--- src/hw/rtl/mpfd_pkg.sv ---
// Shared types, constants and codes for the monochrome page framebuffer draw unit.
package mpfd_pkg;

	localparam int SCREEN_COLUMNS = 128;
	localparam int SCREEN_ROWS    = 64;

	localparam int OFFSET_W = 4;
	localparam logic [OFFSET_W-1:0] OFFSET_RESET = 4'd4;

	localparam logic [1:0] ACT_WRITE = 2'd0;
	localparam logic [1:0] ACT_READ  = 2'd1;
	localparam logic [1:0] ACT_SPAN  = 2'd2;

	typedef struct packed {
		logic [1:0] action;
		logic [7:0] x_pos;
		logic [7:0] y_pos;
		logic [7:0] y_end;
		logic       color;
	} draw_t;

	typedef struct packed {
		logic       write_valid;
		logic [2:0] page;
		logic [7:0] column;
		logic [7:0] data;
		logic       pixel_value;
		logic       ok;
		logic       last;
	} result_t;

	typedef logic [OFFSET_W-1:0] offset_t;

	// Controller to datapath
	typedef struct packed {
		logic clear_step;
		logic accept;
		logic fire;
	} ctrl_cmd_t;

	// Datapath to controller
	typedef struct packed {
		logic clear_done;
		logic out_free;
		logic last;
	} ctrl_sts_t;

endpackage

--- src/hw/rtl/mpfd_ctrl.sv ---
// Sequencer: post-reset clear pass, item accept and per-page execute steps.
module mpfd_ctrl (
	input  logic                clk,
	input  logic                arst_n,
	input  logic                in_valid,
	output logic                in_ready,
	input  mpfd_pkg::ctrl_sts_t sts,
	output mpfd_pkg::ctrl_cmd_t cmd
);

	typedef enum logic [1:0] {
		ST_CLEAR,
		ST_IDLE,
		ST_EXEC
	} state_t;

	state_t state_q;

	always_comb begin
		in_ready       = (state_q == ST_IDLE);
		cmd.clear_step = (state_q == ST_CLEAR);
		cmd.accept     = (state_q == ST_IDLE) && in_valid;
		cmd.fire       = (state_q == ST_EXEC) && sts.out_free;
	end

	always_ff @(posedge clk or negedge arst_n) begin
		if (!arst_n) begin
			state_q <= ST_CLEAR;
		end else begin
			unique case (state_q)
				ST_CLEAR: begin
					if (sts.clear_done) state_q <= ST_IDLE;
				end
				ST_IDLE: begin
					if (in_valid) state_q <= ST_EXEC;
				end
				ST_EXEC: begin
					// stay for the next page of a span
					if (sts.out_free && sts.last) state_q <= ST_IDLE;
				end
				default: state_q <= ST_CLEAR;
			endcase
		end
	end

endmodule

--- config.mk ---
export PLATFORM = sky130hd
export DESIGN_NAME = mpfd_ctrl
export DESIGN_NICKNAME = d
export VERILOG_FILES = /design/src/hw/rtl/mpfd_pkg.sv /design/src/hw/rtl/mpfd_ctrl.sv
export SDC_FILE = /design/constraint.sdc
export NUM_CORES = 1
export LEC_CHECK = 0
export ABC_AREA = 0
export CAP_MARGIN = 15
export CORE_AREA = 4 4 41 43
export CTS_CLUSTER_DIAMETER = 80
export DETAILED_ROUTE_END_ITERATION = 12
export DIE_AREA = 0 0 45 47
export DONT_BUFFER_PORTS = 1
export GPL_TIMING_DRIVEN = 0
export PLACE_DENSITY_LB_ADDON = 0.08
export SYNTH_ARGS = -nofsm -noshare
export SYNTH_HDL_FRONTEND = slang
export SYNTH_SLANG_ARGS = --single-unit
--- constraint.sdc ---
create_clock -name clk -period 2.35 [get_ports clk]
set_input_delay 0.47 -clock clk [delete_from_list [all_inputs] [get_ports clk]]
set_output_delay 0.47 -clock clk [all_outputs]
set_load 0.01 [all_outputs]
==> parameters.txt <==
Parameter                              Value

Logic synthesis
  Synth area leaders ... sky130_fd_sc_hd__dfrtp_1 (43%), sky130_fd_sc_hd__a31o_1 (7.6%), sky130_fd_sc_hd__and3b_1 (7.6%)
  Number of synthesized register bits ... 2
  Register area share after synthesis ... 0.4348
  Area of the mapped netlist ... 115.1 sq um
  Net count of the mapped netlist ... 19
  Cell taking the most area after synthesis ... sky130_fd_sc_hd__dfrtp_1
  Fraction of post-synthesis cell area in the top cell type by area ... 0.4348
  Number of distinct library cells after synthesis ... 11
  Mapped Avg Cell Area ... 8.855 sq um
  Synthesis Warnings ... 0
  Number of cells produced by synthesis ... 13

Run
  Number of max-cap violations ... 0

Setup path
  Crit path DAT ... 970 ps
  Startpoint of the lowest-slack register-to-register path ... state_q[1]
  Critical Path Max Stage Delay ... 430 ps
  R2R cell count ... 2
  Cell breakdown of the critical path ... and3b_1
  Reg-to-reg setup timing slack ... 1340 ps
  CP Capture Type ... output pin
  CP Max Fanout ... 8
  Cell with the biggest individual delay on the critical path ... sky130_fd_sc_hd__dfrtp_1
  Family with the most delay on the worst path ... flip-flops
  Critical Path Source Type ... flip-flop
  Terminus of the critical flop-to-flop path ... state_q[1]
  Buffer and inverter count on the worst path ... 0
  Required @ worst endpoint ... 1880 ps
  Worst Setup Path Type ... reg2out

STA
  Unrepaired setup endpoints after global routing ... false
  Highest achievable clock rate ... 692.7 MHz
  Headroom to the max-slew limit ... 0.8539
  Fin crit period ... 1444 ps
  Final period utilization ... 0.6143
  Total negative slack ... 0 ps
  Final hold violation count ... 0
  Setup WS post-layout ... 906.4 ps
  Final setup violation count ... 0
  Number of max-slew violations in the final report ... 0
  Worst slew pin tran ... 218.3 ps
  Setup clock skew after layout ... 2.140 ps

Floorplanning
  Chip Height ... 47 um
  Number of primary I/O pins ... 10
  Num rows ... 13
  Die Footprint ... 2115 sq um
  Core region area ... 1301 sq um
  Effective utilization at floorplan ... 0.08846
  Width of the die ... 45 um

Cells and area
  Number of flip-flops in the largest register ... 2
  Nets ... 25
  Layout cell share with drive strength beyond 1 ... 0.2353
  Final core occ ... 0.1279
  Total non-filler cell area in the finished layout ... 166.4 sq um
  Count of inserted antenna diode cells ... 0
  Synthesis-to-layout area growth ... 44.57%
  Largest registers ranked by flip-flop count ... state_q x2
  Largest Register ... state_q

CTS
  Maximum level of the CTS H-tree ... 1
  Number of clock buffers inserted by TritonCTS ... 3
  Clock Latency Late Sink ... 220 ps
  CTS root buf ... sky130_fd_sc_hd__clkbuf_4
  Sink count of the clock tree ... 2
  Max Buffers Root-to-Sink ... 2
  Clock transition at the registers of the reported paths ... 30 ps
  Clock tree from TritonCTS ... yes

Power and ir drop
  Worst-case vdd ir drop ... 0.0002685 V
  Leak ... 0.07490 nW
  Power after layout ... 0.0002296 W
  Power density over the cells ... 1380 nW/um^2

Drt
  Via density ... 3.531
  Routed met2 length ... 201 um
  Routed length on met1 ... 99 um
  Violation count after the first detailed-routing iteration ... 0
  Final wirelength ... 341 um
  Max Used Layer ... met3
  WL per Instance ... 10.66 um
  Final ANT Viol Nets ... 0
  Detailed route wirelength on metal3 ... 40 um
  Routed vias ... 113
  Number of optimization iterations in the first detailed-route pass ... 1
  DRC violations left ... 0

GRT
  GRT overflow ... 0
  Wire length of the first global-routing pass ... 531 um
  Via count of the first global-routing pass ... 137
  GRT Util Overall ... 0.03946
  Antenna violations before repair ... 0
  Maximum number of pins on one net before global-route repair ... 9

Hold path
  Hold path depth ... 2
  Capture endpoint of the worst hold path ... state_q[0]
  Beginning of the worst hold path ... in_valid
  Path type of the worst min-delay path ... in2reg

Placement
  Instance area after placement ... 133.9 sq um
  Number of port buffers ... 0
  Worst slack after detailed placement ... 1126 ps
  Global placer's final weighted congestion ... 0.5606

Outcome
  Status ... completed
==> area by class of cell <==
type / instances / area [sq um]
multi-input combinational: 10 / 61.31
timing repair buffer: 1 / 10.01
clock buffer: 3 / 22.52
tap: 15 / 18.77
sequential: 2 / 50.05
fill: 162 / 1135
inverter: 1 / 3.754
==> per-layer routing <==
| metal | vias to the layer above | track usage |
|---|---|---|
| met5 | - | 0 |
| met4 | 0 | 0.01754 |
| met3 | 0 | 0.05364 |
| met2 | 3 | 0.05932 |
| met1 | 55 | 0.02721 |
| li1 | 55 | - |
==> repair_timing <==
action | 4_1_cts | 5_1_grt
setup buffers | 0 | 0
gates resized for setup | 0 | 0
endpoints found under the hold margin | 2 | 0
hold buffers | 1 | 0
==> power breakdown <==
group	leakage, nW	switching, W	total, W	internal (W)
sequential	0.0246	0.0000225	0.0000749	0.0000523
combinational	0.0365	0.0000473	0.0000806	0.0000333
clock	0.0138	0.0000179	0.0000741	0.0000562
total	0.0749	0.0000877	0.000230	0.000142
==> cell families after synthesis <==
| logic type | synth area share |
|---|---|
| and+or+nand+nor | 0.3370 |
| buffers and inverters | 0.03258 |
| AOI/OAI and AO/OA | 0.1957 |
| DFF | 0.4348 |
==> cells in the final DEF (no fill, tap or decap), drive strengths merged <==
master,n
and3b,1
inv,1
a31o,1
nand3,1
dfrtp,2
a31oi,1
nand2b,1
o21a,1
dlygate4sd3,1
nor2,2
clkbuf,3
and3,1
nand2,1
==> synthesized netlist by cell type, drive strengths merged <==
| cell | instances |
|---|---|
| and3b | 1 |
| nor2 | 2 |
| o21a | 1 |
| inv | 1 |
| dfrtp | 2 |
| nand2b | 1 |
| a31o | 1 |
| a31oi | 1 |
| and3 | 1 |
| nand3 | 1 |
| nand2 | 1 |
==> through the flow <==
stage               hold slack [ps]  instances
floorplan                     174.4         13
global placement              174.5         28
detailed placement            174.5         28
CTS                           409.4         32
global route                  429.6         32
finish                        414.1         32
==> how the worst max path moves through the flow <==
stage | from | endpoint | slack [ps] | cells past startpoint
after global routing | state_q[1] | cmd[1] | 840 | 1
after CTS | state_q[1] | cmd[1] | 890 | 1
after global placement | state_q[1] | cmd[1] | 1130 | 1
after detailed placement | state_q[1] | cmd[1] | 1130 | 1
final | state_q[1] | cmd[1] | 910 | 1
after floorplan | state_q[1] | cmd[1] | 1190 | 1
Note: power is estimated with default switching activity, not from simulation.
